==> src/hw/rtl/tis_pkg.sv <==
// Shared types and constants for the trilinear interpolator with spread.
// Used by every module under hw/rtl; no dependencies.
`default_nettype none
package tis_pkg;

   localparam int VALUE_BITS = 24;
   localparam int FRAC_BITS  = 16;
   // eight squares of at most 2^(2*VALUE_BITS) each
   localparam int SUM_BITS   = 2 * VALUE_BITS + 4;
   // divide-by-7 chain handles 8 dividend bits per cell
   localparam int DIV_CELLS  = (SUM_BITS + 7) / 8;
   localparam int DIV_BITS   = DIV_CELLS * 8;
   // z, y, x lerps, squares, two adder levels, divide cells, one cell per root bit
   localparam int LATENCY    = 6 + DIV_CELLS + VALUE_BITS;

   typedef struct packed {
      logic vld;   // request present in this stage
      logic ok;    // all fractions within 0 .. 1.0
      logic sat;   // spread saturates
   } ctl_type;

   typedef struct packed {
      logic signed [VALUE_BITS-1:0] corner_000;
      logic signed [VALUE_BITS-1:0] corner_001;
      logic signed [VALUE_BITS-1:0] corner_010;
      logic signed [VALUE_BITS-1:0] corner_011;
      logic signed [VALUE_BITS-1:0] corner_100;
      logic signed [VALUE_BITS-1:0] corner_101;
      logic signed [VALUE_BITS-1:0] corner_110;
      logic signed [VALUE_BITS-1:0] corner_111;
      logic [FRAC_BITS:0]           frac_x;
      logic [FRAC_BITS:0]           frac_y;
      logic [FRAC_BITS:0]           frac_z;
   } req_type;

   typedef struct packed {
      logic signed [VALUE_BITS-1:0] interp_value;
      logic [VALUE_BITS-1:0]        spread;
      logic                         valid_res;
   } rsp_type;

endpackage
`default_nettype wire

==> src/hw/rtl/tis_lerp.sv <==
// One linear interpolation a + floor((b-a)*f / 2^FRAC_BITS).
// Depends on tis_pkg.
`default_nettype none
module tis_lerp (
   input  wire logic signed [tis_pkg::VALUE_BITS-1:0] a,
   input  wire logic signed [tis_pkg::VALUE_BITS-1:0] b,
   input  wire logic [tis_pkg::FRAC_BITS:0]           frac,
   output logic signed [tis_pkg::VALUE_BITS-1:0]      y
);
   localparam int V = tis_pkg::VALUE_BITS;
   localparam int F = tis_pkg::FRAC_BITS;

   logic signed [V:0]       diff;
   logic signed [F+1:0]     fs;
   logic signed [V+F+2:0]   prod;
   logic signed [V+F+2:0]   shifted;

   always_comb begin
      diff    = {b[V-1], b} - {a[V-1], a};
      fs      = {1'b0, frac};
      prod    = diff * fs;
      shifted = prod >>> F;   // floor
      y       = a + shifted[V-1:0];
   end
endmodule
`default_nettype wire

==> config.mk <==
export PLATFORM = sky130hd
export DESIGN_NAME = tis_lerp
export DESIGN_NICKNAME = d
export VERILOG_FILES = /design/src/hw/rtl/tis_pkg.sv /design/src/hw/rtl/tis_lerp.sv
export SDC_FILE = /design/constraint.sdc
export NUM_CORES = 1
export LEC_CHECK = 0
export ABC_AREA = 1
export BUFFER_PORTS_ARGS = -buffer_cell sky130_fd_sc_hd__buf_2
export CAP_MARGIN = 40
export CORE_MARGIN = 2
export CORE_UTILIZATION = 55
export DETAILED_ROUTE_END_ITERATION = 8
export PLACE_DENSITY = 0.74
export REMOVE_ABC_BUFFERS = 1
export SYNTH_ARGS = -nofsm -noshare
export SYNTH_HDL_FRONTEND = slang
export SYNTH_SLANG_ARGS = --single-unit
==> constraint.sdc <==
create_clock -name vclk -period 10.05
set_input_delay 1.005 -clock vclk [all_inputs]
set_output_delay 1.005 -clock vclk [all_outputs]
set_load 0.02 [all_outputs]
==> flow_summary.json <==
{
  "rsz0062_at_grt": "yes",
  "grt_pass1_wl_um": 89000,
  "ios": 89,
  "criticalPathCategory": "input port to output pin",
  "period_minus_slack_ns": 10.49,
  "crit_required_ns": 9.05,
  "drt_iter0_drc": 1194,
  "num_rows": 64,
  "grt-ovfl-total": 0,
  "hold_viol": 0,
  "antenna_found_initial": 1,
  "nFlopsAndLatches": 0,
  "drt-total-wl_um": 58800,
  "layout.nets": 3279,
  "synth_cell_types": 54,
  "period_share": 1.04,
  "ant_nets": 0,
  "final_util": 0.744,
  "synth_top_area_cell": "fa_1",
  "end_kind": "output pin",
  "cp_common_cell": "inv_2",
  "hpwl_um": 47700,
  "initial_utilization": 0.557,
  "fp.dieW_um": 180,
  "synth_seq_area_share": 0,
  "drc": 0,
  "via_per_inst": 5.42,
  "dr.pass1.iters": 5,
  "multi_input_area_sq_um": 15900,
  "core_sq_um": 30500,
  "fmax_ghz": 0.0953,
  "synth_common_cells": "613 x inv_1, 396 x fa_1, 356 x nand2_1",
  "critPathLaunchType": "input port",
  "crit_arrival_ns": 9.48,
  "synth_area_leaders": "fa_1 47%, inv_1 14%, ha_1 11%, nand2_1 7.9%, nor2_1 6.1%",
  "drive_gt1_frac": 0.321,
  "drv_slew": 0,
  "max_stage_delay_ns": 0.55,
  "grt_max_degree": 25,
  "syn_area_sq_um": 17000,
  "hold_path_class": "input port to output pin",
  "die-area_sq_um": 32300,
  "wl_per_cell_um": 19.2,
  "status": "complete, but fails checks",
  "violations": "negative setup slack",
  "slew-limit-headroom": 0.421,
  "synthCells": 2204,
  "register_area_sq_um": 0,
  "critical_path.max_fanout": 6,
  "setup_tns_ns": -4.20,
  "whs_ns": 2.52,
  "synth_top_area_share": 0.466,
  "drv_cap": 0,
  "finalWorstSetupSlack_ns": -0.439,
  "gp_congestion": 0.984,
  "avgSynthCellArea_sq_um": 7.72,
  "cp_slowest_cell": "fa_1",
  "yosysMostFrequentCell": "inv_1",
  "grt_pass1_vias": 17600,
  "fillCellCount": 2200,
  "crit_buf_inv": 15,
  "area_delta_synth_final_pct": 33.5,
  "grt_util_all_layers": 0.348,
  "yosysWarnings": 0,
  "io_buffers": 89,
  "cts_hold_buf": 0,
  "clkbuf_count": 0,
  "worst_pin_slew_ns": 0.867,
  "setup_violations": 17,
  "critPathTopFamily": "adder cells",
  "vias": 16600,
  "die_h_um": 180
}
path summary, 6_finish.rpt:
path	end	from	cells past startpoint	slack, ns
hold / removal	y[0]	a[0]	4	2.52
setup / recovery	y[22]	a[0]	49	-0.44
stage by stage:
step | area (sq um) | worst slack [ns] | instances
floorplan | 16800 | 0.0390 | 2153
global placement | 20600 | -0.805 | 3009
detailed placement | 20600 | -0.854 | 3009
CTS | 21700 | -0.190 | 3046
global route | 22700 | -0.735 | 3069
finish | 22700 | -0.439 | 3070
layout make-up:
type | count | share of cell area
Multi-Input combinational cell | 1528 | 0.702
Timing Repair Buffer | 520 | 0.172
Inverter | 625 | 0.104
Tap cell | 396 | 0.0218
Antenna cell | 1 | 0.000110
per-layer routing:
layer / vias up / track usage / wire length, um / part of all wire
met5: - / 0 / 0 / 0
met2: 878 / 0.606 / 29100 / 0.50
met4: 0 / 0.174 / 3990 / 0.068
li1: 7335 / - / - / -
met3: 261 / 0.0504 / 4580 / 0.078
met1: 8151 / 0.421 / 21100 / 0.36
worst min-delay path: stages:
cell and delay, ns:
buf_6 0.08, buf_4 0.10, ha_2 0.16, buf_2 0.16
cell families after synthesis:
group | synth area share
xor+xnor | 0.0363
compound gates | 0.0583
fa+ha+maj | 0.571
buf+inv | 0.151
simple gates | 0.183
cell usage in the layout, fill, tap and decap left out, types with 8 or more instances in the layout:
| cell type | instances |
|---|---|
| inv_1 | 574 |
| buf_4 | 415 |
| fa_1 | 375 |
| nand2_1 | 313 |
| nor2_1 | 248 |
| ha_1 | 102 |
| buf_2 | 70 |
| a21oi_1 | 42 |
| inv_2 | 39 |
| nand2_2 | 39 |
| xor2_1 | 37 |
| ha_4 | 37 |
| nand3_1 | 35 |
| a21oi_2 | 32 |
| nor2_2 | 32 |
| buf_6 | 29 |
| fa_2 | 21 |
| nand2_4 | 17 |
| or2_2 | 15 |
| a21oi_4 | 14 |
| nand3_2 | 14 |
| xnor2_1 | 14 |
| o21ai_1 | 13 |
| o21ai_0 | 13 |
| nand4_1 | 10 |
| o21ai_2 | 10 |
| nor2_4 | 9 |
| xnor2_2 | 8 |
timing repair:
item | CTS | global route
endpoints found under the setup margin | 16 | 18
pin swaps | 74 | 119
resized for setup | 185 | 208
buffers inserted | 37 | 28
