--- src/hw/rtl/tis_pkg.sv ---
// Shared types and constants for the trilinear interpolator with spread.
// Used by every module under hw/rtl; no dependencies.
`default_nettype none
package tis_pkg;

   localparam int VALUE_BITS = 24;
   localparam int FRAC_BITS  = 16;
   // eight squares of at most 2^(2*VALUE_BITS) each
   localparam int SUM_BITS   = 2 * VALUE_BITS + 4;
   // divide-by-7 chain handles 8 dividend bits per cell
   localparam int DIV_CELLS  = (SUM_BITS + 7) / 8;
   localparam int DIV_BITS   = DIV_CELLS * 8;
   // z, y, x lerps, squares, two adder levels, divide cells, one cell per root bit
   localparam int LATENCY    = 6 + DIV_CELLS + VALUE_BITS;

   typedef struct packed {
      logic vld;   // request present in this stage
      logic ok;    // all fractions within 0 .. 1.0
      logic sat;   // spread saturates
   } ctl_type;

   typedef struct packed {
      logic signed [VALUE_BITS-1:0] corner_000;
      logic signed [VALUE_BITS-1:0] corner_001;
      logic signed [VALUE_BITS-1:0] corner_010;
      logic signed [VALUE_BITS-1:0] corner_011;
      logic signed [VALUE_BITS-1:0] corner_100;
      logic signed [VALUE_BITS-1:0] corner_101;
      logic signed [VALUE_BITS-1:0] corner_110;
      logic signed [VALUE_BITS-1:0] corner_111;
      logic [FRAC_BITS:0]           frac_x;
      logic [FRAC_BITS:0]           frac_y;
      logic [FRAC_BITS:0]           frac_z;
   } req_type;

   typedef struct packed {
      logic signed [VALUE_BITS-1:0] interp_value;
      logic [VALUE_BITS-1:0]        spread;
      logic                         valid_res;
   } rsp_type;

endpackage
`default_nettype wire

--- src/hw/rtl/tis_div7_cell.sv ---
// Divide-by-7 cell: consumes the top 8 dividend bits, shifts in 8 quotient bits.
// Depends on tis_pkg.
`default_nettype none
module tis_div7_cell (
   input  wire logic                              clock,
   input  wire logic                              reset,
   input  wire tis_pkg::ctl_type                  ctl_in,
   input  wire logic signed [tis_pkg::VALUE_BITS-1:0] val_in,
   input  wire logic [tis_pkg::DIV_BITS-1:0]      word_in,
   input  wire logic [2:0]                        rem_in,
   output tis_pkg::ctl_type                       ctl_ff,
   output logic signed [tis_pkg::VALUE_BITS-1:0]  val_ff,
   output logic [tis_pkg::DIV_BITS-1:0]           word_ff,
   output logic [2:0]                             rem_ff
);
   localparam int DW = tis_pkg::DIV_BITS;

   logic [3:0] part;
   logic [2:0] rem_in_w;
   logic [7:0] quo;

   always_comb begin
      rem_in_w = rem_in;
      quo      = '0;
      part     = '0;
      for (int i = 0; i < 8; i++) begin
         part = {rem_in_w, word_in[DW-1-i]};
         if (part >= 4'd7) begin
            quo[7-i] = 1'b1;
            part     = part - 4'd7;
         end
         rem_in_w = part[2:0];
      end
   end

   always_ff @(posedge clock) begin
      if (reset) begin
         ctl_ff <= '0;
      end else begin
         ctl_ff <= ctl_in;
      end
      val_ff  <= val_in;
      word_ff <= {word_in[DW-9:0], quo};
      rem_ff  <= rem_in_w;
   end
endmodule
`default_nettype wire

--- config.mk ---
export PLATFORM = sky130hd
export DESIGN_NAME = tis_div7_cell
export DESIGN_NICKNAME = d
export VERILOG_FILES = /design/src/hw/rtl/tis_pkg.sv /design/src/hw/rtl/tis_div7_cell.sv
export SDC_FILE = /design/constraint.sdc
export NUM_CORES = 1
export LEC_CHECK = 0
export ABC_AREA = 1
export BUFFER_PORTS_ARGS = -buffer_cell sky130_fd_sc_hd__clkbuf_2
export CORE_UTILIZATION = 40
export DETAILED_ROUTE_END_ITERATION = 6
export GPL_TIMING_DRIVEN = 0
export PLACE_DENSITY_LB_ADDON = 0.08
export SLEW_MARGIN = 20
export SYNTH_ARGS = -nofsm -noshare
export SYNTH_HDL_FRONTEND = slang
export SYNTH_SLANG_ARGS = --single-unit
--- constraint.sdc ---
create_clock -name clock -period 6.72 [get_ports clock]
set_input_delay 1.344 -clock clock [delete_from_list [all_inputs] [get_ports clock]]
set_output_delay 1.344 -clock clock [all_outputs]
set_load 0.01 [all_outputs]
==> results.py <==
metrics = {
    "timing": {
        "setup_viol": 0,
        "fmax_mhz": 169,
        "fin_hold_ws_ns": 1.10,
        "hold_viol": 0,
        "tns_ns": 0,
        "max_slew.worst_pin.slew_ns": 0.179,
        "period_needed_ns": 5.93,
        "post-route-period-util_pct": 88.2,
        "slew_viol_final": 0,
        "fin_ws_ns": 0.791,
        "rsz0062_at_grt": "false",
        "slew-limit-headroom_pct": 88.0,
    },
    "power_and_ir_drop": {
        "switchingPower_uw": 357,
        "powerDensity_mw_per_mm2": 322,
        "vdd_ir_drop_max_mv": 0.181,
        "clkPwrFrac_pct": 28.1,
        "swShare_pct": 30.1,
        "p_leak_uw": 0.00203,
        "p_seq_share_pct": 47.9,
        "p_comb_share_pct": 24.0,
        "total_power_uw": 1190,
        "p_int_uw": 830,
    },
    "finish": {
        "layout.cells.non_filler": 469,
        "fillCellCount": 519,
        "final_nets": 485,
        "layout-drive-gt1-share_pct": 56.3,
        "diodes": 0,
        "area_growth_pct": 45.3,
    },
    "worst_hold_path": {
        "holdCritPathClass": "in -> reg",
    },
    "worst_setup_path": {
        "cp.arrival_ns": 6.16,
        "cp.required_ns": 6.95,
        "critPathTopFamily": "simple AND/OR/NAND/NOR gates",
        "startpoint_type": "input pin",
        "crit_buf_inv": 7,
        "cpMaxStageDelayCell": "ha_1",
        "worstSetupEndpointType": "flop",
        "cpMostUsedCell": "nand2_1",
        "cp_slowest_stage_delay_ns": 0.23,
        "criticalPathCategory": "in -> reg",
        "critPathMaxFanout": 5,
    },
    "synthesis": {
        "synth-simple-area-share_pct": 24.7,
        "syn_area_per_cell_um2": 12.4,
        "synth_cell_types": 13,
        "synth_cells": 205,
        "yosysSeqAreaShare_pct": 67.9,
        "syn-num-nets": 301,
        "synth_compound_area_share_pct": 0.345,
        "syn_area_mm2": 0.00254,
        "synth_fa_ha_area_share_pct": 3.95,
        "ys_ff_latch": 86,
        "ys.warnings.count": 0,
        "synth_top_family_by_area": "simple AND/OR/NAND/NOR gates",
        "synthMuxAreaShare_pct": 0,
        "synthXorXnorAreaFrac_pct": 0,
    },
    "routing": {
        "drt-met1-wl_mm": 2.18,
        "post_drt_wl_per_cell_um": 11.7,
        "top_layer": "met4",
        "routed_via_density": 4.18,
        "wl_met3_um": 436,
        "drc": 0,
        "ant_nets": 0,
        "dr.first_iter.drc_count": 32,
        "routed_wl_mm": 5.50,
        "wl_met2_mm": 2.83,
        "vias": 1959,
        "drt_pass1_iterations": 4,
    },
    "place": {
        "post-place-cells": 453,
        "dp_hpwl_mm": 4.66,
        "gp_congestion": 0.735,
        "numPortBuffers": 173,
        "pre_cts_slack_ns": 0.397,
    },
    "cts": {
        "postCtsSetupRepairBufs": 0,
        "clock_tree.buffer_depth": 2,
        "cts_hold_buf": 0,
        "numCtsBuffers": 9,
        "cts-resized-gates": 0,
        "clkSinkCount": 86,
        "clkTransAtPathRegs_ns": 0.09,
        "cts_tree": "built",
        "cts_root_buf": "clkbuf_8",
        "cts_max_level": 3,
    },
    "flow_run": {
        "cap_viol_max_count": 0,
    },
    "floorplanning": {
        "ios": 174,
        "num_rows": 28,
        "initial_core_util_pct": 42.1,
        "die_w_um": 81.6,
        "die_h_um": 81.6,
        "coreArea_mm2": 0.00603,
        "die_area_mm2": 0.00666,
    },
    "global_routing": {
        "grt_pass1_vias": 1697,
        "grt_max_degree": 16,
        "grtUsageTotal_pct": 16.3,
        "grt.overflow.total": 0,
        "antenna_found_initial": 0,
        "grt_pass1_wl_mm": 8.01,
    },
    "status": {
        "outcome": "completed",
    },
}
-- through the flow --
stage	util [%]	cell area [µm²]
finish	61.2	3690
CTS	61.2	3690
global route	61.2	3690
global placement	58.0	3500
detailed placement	58.0	3500
floorplan	-	2540
-- layer usage --
| layer | GRT usage [%] | vias up |
|---|---|---|
| met1 | 18.1 | 864 |
| li1 | - | 1012 |
| met5 | 0 | - |
| met2 | 29.2 | 78 |
| met3 | 5.22 | 5 |
| met4 | 5.26 | 0 |
-- power groups by stage --
| stage | clock (µW) | sequential [µW] | combinational (µW) |
|---|---|---|---|
| final | 333 | 569 | 285 |
| after global routing | 366 | 574 | 318 |
| after CTS | 344 | 570 | 289 |
| after detailed placement | 0 | 582 | 288 |
| after global placement | 0 | 580 | 286 |
| after floorplan | 0 | 607 | 166 |
-- logic make-up (layout without fill, tap and decap cells) --
family	Yosys count	in the layout
compound gates	1	1
flops	86	86
simple gates	89	89
fa+ha+maj	8	8
buf+inv	21	210
-- flip-flops by register name, summed over array words and instances, names as in the netlist --
register and count:
word_ff 56, val_ff 24, rem_ff 3, ctl_ff 3
-- path summary, 6_finish.rpt --
check / startpoint / to / slack, ns / cells past startpoint
min: word_in[46] / word_ff[54]$_DFF_P_ / 1.10 / 1
max: word_in[55] / rem_ff[1]$_DFF_P_ / 0.79 / 47
-- cells in the mapped netlist (all sizes together) --
master  count  area (µm²)
dfxtp      86        1720
nand2      56         328
nand3      24         243
inv        21        78.8
ha          8         100
nand3b      6        45.0
nor2        3        11.3
a21o        1        8.76
-- placed cells by master, fill, tap and decap left out, drive strengths merged --
master	Yosys	layout
clkbuf	0	184
dfxtp	86	86
nand2	56	56
nand3	24	24
inv	21	23
ha	8	8
nand3b	6	6
nor2	3	3
clkinv	0	2
a21o	1	1
clkinvlp	0	1
-- layout make-up --
class	count	area, µm²	area share (%)
Clock inverter	5	38.8	1.05
Timing Repair Buffer	173	866	23.5
Inverter	21	78.8	2.14
Tap cell	75	93.8	2.55
Sequential cell	86	1720	46.7
Clock buffer	11	151	4.11
Multi-Input combinational cell	98	736	20.0
Power figures use the tool's default switching activity.
