File: config.mk
export PLATFORM = sky130hd
export DESIGN_NAME = tis_sqrt_cell
export DESIGN_NICKNAME = d
export VERILOG_FILES = /design/src/hw/rtl/tis_pkg.sv /design/src/hw/rtl/tis_sqrt_cell.sv
export SDC_FILE = /design/constraint.sdc
export NUM_CORES = 1
export LEC_CHECK = 0
export ABC_AREA = 1
export BUFFER_PORTS_ARGS = -buffer_cell sky130_fd_sc_hd__buf_2
export CORE_MARGIN = 2
export CORE_UTILIZATION = 30
export CTS_BUF_LIST = sky130_fd_sc_hd__clkbuf_16
export CTS_CLUSTER_DIAMETER = 100
export DETAILED_ROUTE_END_ITERATION = 10
export SYNTH_ARGS = -nofsm -noshare
export SYNTH_HDL_FRONTEND = slang
export SYNTH_SLANG_ARGS = --single-unit
File: constraint.sdc
create_clock -name clock -period 2.4 [get_ports clock]
set_input_delay 0.24 -clock clock [delete_from_list [all_inputs] [get_ports clock]]
set_output_delay 0.24 -clock clock [all_outputs]
set_load 0.03 [all_outputs]
File: src/hw/rtl/tis_pkg.sv
// Shared types and constants for the trilinear interpolator with spread.
// Used by every module under hw/rtl; no dependencies.
`default_nettype none
package tis_pkg;

   localparam int VALUE_BITS = 24;
   localparam int FRAC_BITS  = 16;
   // eight squares of at most 2^(2*VALUE_BITS) each
   localparam int SUM_BITS   = 2 * VALUE_BITS + 4;
   // divide-by-7 chain handles 8 dividend bits per cell
   localparam int DIV_CELLS  = (SUM_BITS + 7) / 8;
   localparam int DIV_BITS   = DIV_CELLS * 8;
   // z, y, x lerps, squares, two adder levels, divide cells, one cell per root bit
   localparam int LATENCY    = 6 + DIV_CELLS + VALUE_BITS;

   typedef struct packed {
      logic vld;   // request present in this stage
      logic ok;    // all fractions within 0 .. 1.0
      logic sat;   // spread saturates
   } ctl_type;

   typedef struct packed {
      logic signed [VALUE_BITS-1:0] corner_000;
      logic signed [VALUE_BITS-1:0] corner_001;
      logic signed [VALUE_BITS-1:0] corner_010;
      logic signed [VALUE_BITS-1:0] corner_011;
      logic signed [VALUE_BITS-1:0] corner_100;
      logic signed [VALUE_BITS-1:0] corner_101;
      logic signed [VALUE_BITS-1:0] corner_110;
      logic signed [VALUE_BITS-1:0] corner_111;
      logic [FRAC_BITS:0]           frac_x;
      logic [FRAC_BITS:0]           frac_y;
      logic [FRAC_BITS:0]           frac_z;
   } req_type;

   typedef struct packed {
      logic signed [VALUE_BITS-1:0] interp_value;
      logic [VALUE_BITS-1:0]        spread;
      logic                         valid_res;
   } rsp_type;

endpackage
`default_nettype wire

File: src/hw/rtl/tis_sqrt_cell.sv
// Integer square root cell: one root bit per cell, restoring method.
// Depends on tis_pkg.
`default_nettype none
module tis_sqrt_cell (
   input  wire logic                                  clock,
   input  wire logic                                  reset,
   input  wire tis_pkg::ctl_type                      ctl_in,
   input  wire logic signed [tis_pkg::VALUE_BITS-1:0] val_in,
   input  wire logic [2*tis_pkg::VALUE_BITS-1:0]      q_in,
   input  wire logic [tis_pkg::VALUE_BITS:0]          rem_in,
   input  wire logic [tis_pkg::VALUE_BITS-1:0]        root_in,
   output tis_pkg::ctl_type                           ctl_ff,
   output logic signed [tis_pkg::VALUE_BITS-1:0]      val_ff,
   output logic [2*tis_pkg::VALUE_BITS-1:0]           q_ff,
   output logic [tis_pkg::VALUE_BITS:0]               rem_ff,
   output logic [tis_pkg::VALUE_BITS-1:0]             root_ff
);
   localparam int V = tis_pkg::VALUE_BITS;

   logic [V+2:0] rem2;
   logic [V+2:0] trial;
   logic [V+2:0] diff;
   logic         ge;

   always_comb begin
      rem2  = {rem_in, q_in[2*V-1 -: 2]};
      trial = {1'b0, root_in, 2'b01};
      diff  = rem2 - trial;
      ge    = rem2 >= trial;
   end

   always_ff @(posedge clock) begin
      if (reset) begin
         ctl_ff <= '0;
      end else begin
         ctl_ff <= ctl_in;
      end
      val_ff  <= val_in;
      q_ff    <= {q_in[2*V-3:0], 2'b00};
      rem_ff  <= ge ? diff[V:0] : rem2[V:0];
      root_ff <= {root_in[V-2:0], ge};
   end
endmodule
`default_nettype wire

==> results of run 1 <==
==> cells in the mapped netlist (all sizes together) <==
| cell | instances | area, um^2 |
|---|---|---|
| nor2 | 37 | 156 |
| ha | 26 | 325 |
| inv | 122 | 458 |
| nor3 | 3 | 20.0 |
| buf | 9 | 62.6 |
| and3 | 2 | 12.5 |
| or2 | 1 | 6.26 |
| clkbuf | 2 | 8.75 |
| nor3b | 1 | 12.5 |
| o21ai | 1 | 5.00 |
| xor2 | 10 | 87.6 |
| and2 | 2 | 12.5 |
| dfxtp | 122 | 2440 |
| nand3 | 25 | 150 |
| xnor2 | 1 | 8.76 |
| nand4 | 33 | 206 |
| nand3b | 3 | 22.5 |
| conb | 1 | 3.75 |
| a21oi | 11 | 66.3 |
| nand2 | 232 | 886 |
==> repair_timing <==
item                                   in CTS  in global routing
setup endpoints to repair                   0                 25
endpoints found under the hold margin      94                  0
resized for setup                           0                  3
hold buffers                               94                  0
setup buffers                               0                  0
==> registers in the layout, indices dropped and copies added, names as in the netlist <==
register and count:
ctl_ff 3, q_ff 46, rem_ff 25, root_ff 24
val_ff 24
==> routing by layer <==
layer / global-route usage (%) / wire [um] / part of all wire (%)
met1: 21.9 / 6800 / 40
met2: 33.2 / 8380 / 50
met3: 5.40 / 1160 / 6.9
met4: 8.60 / 459 / 2.7
met5: 0 / 0 / 0
==> path summary, 6_finish.rpt <==
kind	endpoint
worst max-delay path	rem_ff[12]
worst min-delay path	ctl_ff[2]
==> power groups by stage <==
stage / clock network (mW) / logic (mW) / registers, mW
finish: 2.51 / 1.36 / 2.24
global route: 2.66 / 1.49 / 2.25
CTS: 2.56 / 1.36 / 2.23
detailed placement: 0 / 1.23 / 2.28
global placement: 0 / 1.22 / 2.28
floorplan: 0 / 0.467 / 2.63
==> kinds of logic (layout without fill, tap and decap cells) <==
logic type	count (synthesis)	in the layout	share of synthesized area [%]
compound gates	12	12	1.44
xor+xnor	11	11	1.94
fa+ha+maj	26	26	6.57
buf+inv	133	503	10.7
flops	122	122	49.3
other cells	1	3	0.0757
simple gates	339	340	30.0
==> critical path: cells and delay by family <==
family,cells,cell delay [ns]
buffers and inverters,5,1.09
adder cells (fa/ha/maj),1,0.37
AND/OR/NAND/NOR,6,0.86
==> per-stage QoR <==
step	cell area [um^2]	cells
floorplan	4960	645
global placement	6450	1105
detailed placement	6450	1105
CTS	7980	1231
global route	8000	1233
finish	8000	1233
==> area by class of cell <==
cell class	instances	area, um^2	share of cell area [%]
well taps	216	270	3.38
flip-flops and latches	122	2440	30.5
clock inverters	15	156	1.95
multi-input cells	391	2010	25.1
diodes	1	2.50	0.0313
clock buffers	17	425	5.32
inverters	122	458	5.72
repair buffers	349	2240	28.0
==> flow_summary_export.csv, run 1 <==
group,metric,value,unit
pwr,ir_drop,0.456,mV
setup_path,worstPathArrival,2.55,ns
pwr,p_clk_share,41.1,%
setup_path,crit_slowest_cell,"dlygate4sd3_1",
setup_path,required,2.71,ns
route,postRouteAntennaNets,0,
clock_tree,cts_buffer_depth,2,
grt,grt_pass1_vias,5137,
placed_design,gp_congestion,0.842,
pwr,power.share.combinational,22.3,%
sta,rsz0062_at_grt,"false",
route,wl_per_cell,13.6,um
final_layout,final_util,50.0,%
clock_tree,root_buffer,"clkbuf_16",
placed_design,place_ws,0.189,ns
sta,finalHoldViolCount,0,
route,vias,5173,
setup_path,worstPathCellList,"dlygate4sd3_1, buf_2, inv_1, ha_1, nand2_1, nor2_1, nand2_1, inv_1, nand3_4, buf_4, nand4_1, nand2_1",
setup_path,critPathLaunchType,"input pin",
floorplan,die_h,132,um
route,wirelength,16800,um
pwr,power,6.11,mW
grt,grt_usage,19.1,%
grt,antenna_found_initial,1,
clock_tree,tritoncts,"done",
route,via_per_inst,4.20,
sta,fin_crit_sh,93.5,%
status,status,"completed",
clock_tree,cts_buffers,17,
sta,maxSlewViolCount,0,
yosys,yosysWarnings,0,
pwr,internal_power,4.16,mW
grt,grt_overflow_total,0,
yosys,post_synth_num_cell_types,31,
hold_path,hold_depth,3,
final_layout,syn_to_final_growth,61.5,%
pwr,leakagePower,4.46,nW
final_layout,num-fill-cells,1546,
final_layout,mostFrequentLayoutCells,"buf_2 (247), nand2_1 (228), dfxtp_1 (122)",
sta,max_freq,446,MHz
floorplan,initial_core_util,31.0,%
floorplan,core,16000,um^2
setup_path,critPathCaptureType,"flip-flop",
placed_design,dp_hpwl,12000,um
final_layout,finalNetCount,1155,
clock_tree,cts-htree-levels,4,
yosys,synth_cells,644,
route,drc_errors,0,
pwr,p_switching,1.95,mW
job,drv_cap,0,
floorplan,die-width,132,um
setup_path,worstPathMaxFanout,11,
pwr,power.share.switching,32.0,%
placed_design,port_buffers,247,
setup_path,startpoint,"root_in[12]",
sta,setup_viol_count_final,0,
yosys,syn-mean-instance-area,7.69,um^2
clock_tree,cts.clk_slew.worst_paths,0.06,ns
yosys,synth_seq_cells,122,
yosys,ys_seq_area_share,49.3,%
setup_path,slowest_delay,0.54,ns
sta,setup-tns-final,0,ns
sta,fin_ws,0.156,ns
pwr,seqPwrFrac,36.6,%
sta,hold_slack,0.0279,ns
final_layout,final_common_cell,"buf_2",
hold_path,hold_path_class,"input pin to flip-flop",
setup_path,crit_type,"input pin to flip-flop",
floorplan,boundaryPins,250,
sta,fin_crit,2.24,ns
setup_path,crit_top_cell,"nand2_1",
grt,grt_pass1_wl,26300,um
hold_path,min-delay-start,"ctl_in[2]",
clock_tree,cts.sinks,122,
yosys,syn_area,4950,um^2
final_layout,drive_gt1_share,30.1,%
floorplan,std_cell_rows,46,
route,initialDrtViolationCount,214,
pwr,power_density,763,nW/um^2
grt,grt_max_degree,27,
route,drt_pass1_iterations,4,
floorplan,die_area,17600,um^2
No activity file was read; power rests on OpenSTA's default activity.
==> run 2, diff against run 1 <==
Settings changed: PLACE_DENSITY from default to 0.6, SETUP_SLACK_MARGIN from default to 0.3.
==> flow_summary_export.csv, run 2 (synthesis results as in run 1) <==
group,metric,value,unit
status,status,"completed",
placed_design,dp_hpwl,12000,um
route,drt_pass1_iterations,4,
clock_tree,cts_buffers,17,
floorplan,die_area,17600,um^2
floorplan,std_cell_rows,46,
sta,max_freq,509,MHz
final_layout,syn_to_final_growth,61.8,%
clock_tree,tritoncts,"done",
sta,maxSlewViolCount,0,
sta,setup-tns-final,0,ns
placed_design,dpl.cell_count,1105,
final_layout,seq_area,2440,um^2
grt,grt_usage,19.2,%
setup_path,critPathLaunchType,"input pin",
final_layout,multiInputGateArea,2000,um^2
final_layout,finalNetCount,1156,
final_layout,reg_top3,"q_ff: 46 flops, rem_ff: 25 flops",
pwr,ir_drop,0.455,mV
sta,setup_viol_count_final,0,
grt,grt_overflow_total,0,
final_layout,num-fill-cells,1552,
pwr,leakagePower,4.46,nW
sta,fin_crit,1.97,ns
grt,grt_pass1_vias,5127,
route,initialDrtViolationCount,219,
floorplan,die-width,132,um
final_layout,largest_reg_flops,46,
route,via_per_inst,4.19,
hold_path,hold_path_class,"input pin to flip-flop",
setup_path,worstPathMaxFanout,14,
pwr,power_density,761,nW/um^2
final_layout,drive_gt1_share,30.1,%
clock_tree,cts_buffer_depth,2,
route,wl_per_cell,13.6,um
setup_path,worstPathArrival,2.32,ns
grt,antenna_found_initial,2,
floorplan,boundaryPins,250,
setup_path,crit_type,"input pin to flip-flop",
floorplan,core,16000,um^2
job,drv_cap,0,
route,vias,5178,
clock_tree,cts.clk_slew.worst_paths,0.06,ns
clock_tree,cts.sinks,122,
final_layout,stdcell_count,1235,
placed_design,port_buffers,247,
sta,finalHoldViolCount,0,
grt,grt_pass1_wl,26400,um
hold_path,min-delay-start,"ctl_in[2]",
final_layout,final_common_cell,"buf_2",
placed_design,gp_congestion,0.842,
sta,fin_crit_sh,81.9,%
route,wirelength,16800,um
final_layout,mostFrequentLayoutCells,"buf_2 (247), nand2_1 (228), dfxtp_1 (122)",
clock_tree,cts-htree-levels,4,
final_layout,largest_register,"q_ff",
setup_path,startpoint,"root_in[21]",
floorplan,die_h,132,um
setup_path,critPathCaptureType,"flip-flop",
grt,grt_max_degree,27,
clock_tree,root_buffer,"clkbuf_16",
sta,rsz0062_at_grt,"true",
setup_path,required,2.76,ns
route,postRouteAntennaNets,0,
route,drc_errors,0,
floorplan,initial_core_util,31.0,%
[run 2: changes by cell type in the layout (fill, tap and decap cells not counted), sizes merged]
cell	before	now
buf	255	256
diode	1	2
[run 2: critical path: stages]
cell           delay [ns]
dlygate4sd3_1        0.52
buf_2                0.11
inv_1                0.04
ha_1                 0.33
inv_1                0.13
nor2_1               0.07
nand2_1              0.07
nand2_1              0.07
a21oi_4              0.24
buf_4                0.28
nand4_1              0.14
nand2_1              0.08
[run 2: per-stage QoR]
step	hold slack [ns]	worst slack [ns]	instance area [um^2]	util [%]	total power [mW]
after floorplan	0.268	0.691	4960	-	3.10
after global placement	0.342	0.230	6450	40.3	3.50
after detailed placement	0.344	0.189	6450	40.3	3.51
after CTS	0.0140	0.329	7980	49.8	6.15
after global routing	0.0360	0.286	8010	50.1	6.40
final	0.0280	0.434	8010	50.1	6.10
[run 2: what timing repair did]
item | 4_1_cts | 5_1_grt
endpoints found under the setup margin | 0 | 26
hold buffers | 94 | 0
endpoints found under the hold margin | 94 | 0
gates resized for setup | 0 | 3
setup buffers | 0 | 1
[run 2: worst paths after layout]
check / cells after the start / endpoint
worst max-delay path: 12 / rem_ff[12]
worst min-delay path: 3 / ctl_ff[2]
[run 2: cell type report]
| type | instances | share of cell area [%] |
|---|---|---|
| clock inverter | 15 | 1.95 |
| sequential | 122 | 30.5 |
| clock buffer | 17 | 5.31 |
| inverter | 122 | 5.72 |
| timing repair buffer | 350 | 28.1 |
| antenna | 2 | 0.0625 |
| tap | 216 | 3.37 |
| multi-input combinational | 391 | 25.0 |
[run 2: per-layer routing]
layer | track usage, % | vias up | wire length (um)
met1 | 21.9 | 2283 | 6880
li1 | - | 2693 | -
met5 | 0 | - | 0
met3 | 5.36 | 27 | 1070
met4 | 8.54 | 0 | 403
met2 | 33.4 | 175 | 8460
[run 2: where the power goes]
group          internal (mW)  switching [mW]  total [mW]  leakage (nW)
clock network           1.47            1.03        2.50         0.283
registers               2.20          0.0402        2.24          1.03
logic                  0.490           0.873        1.36          3.15
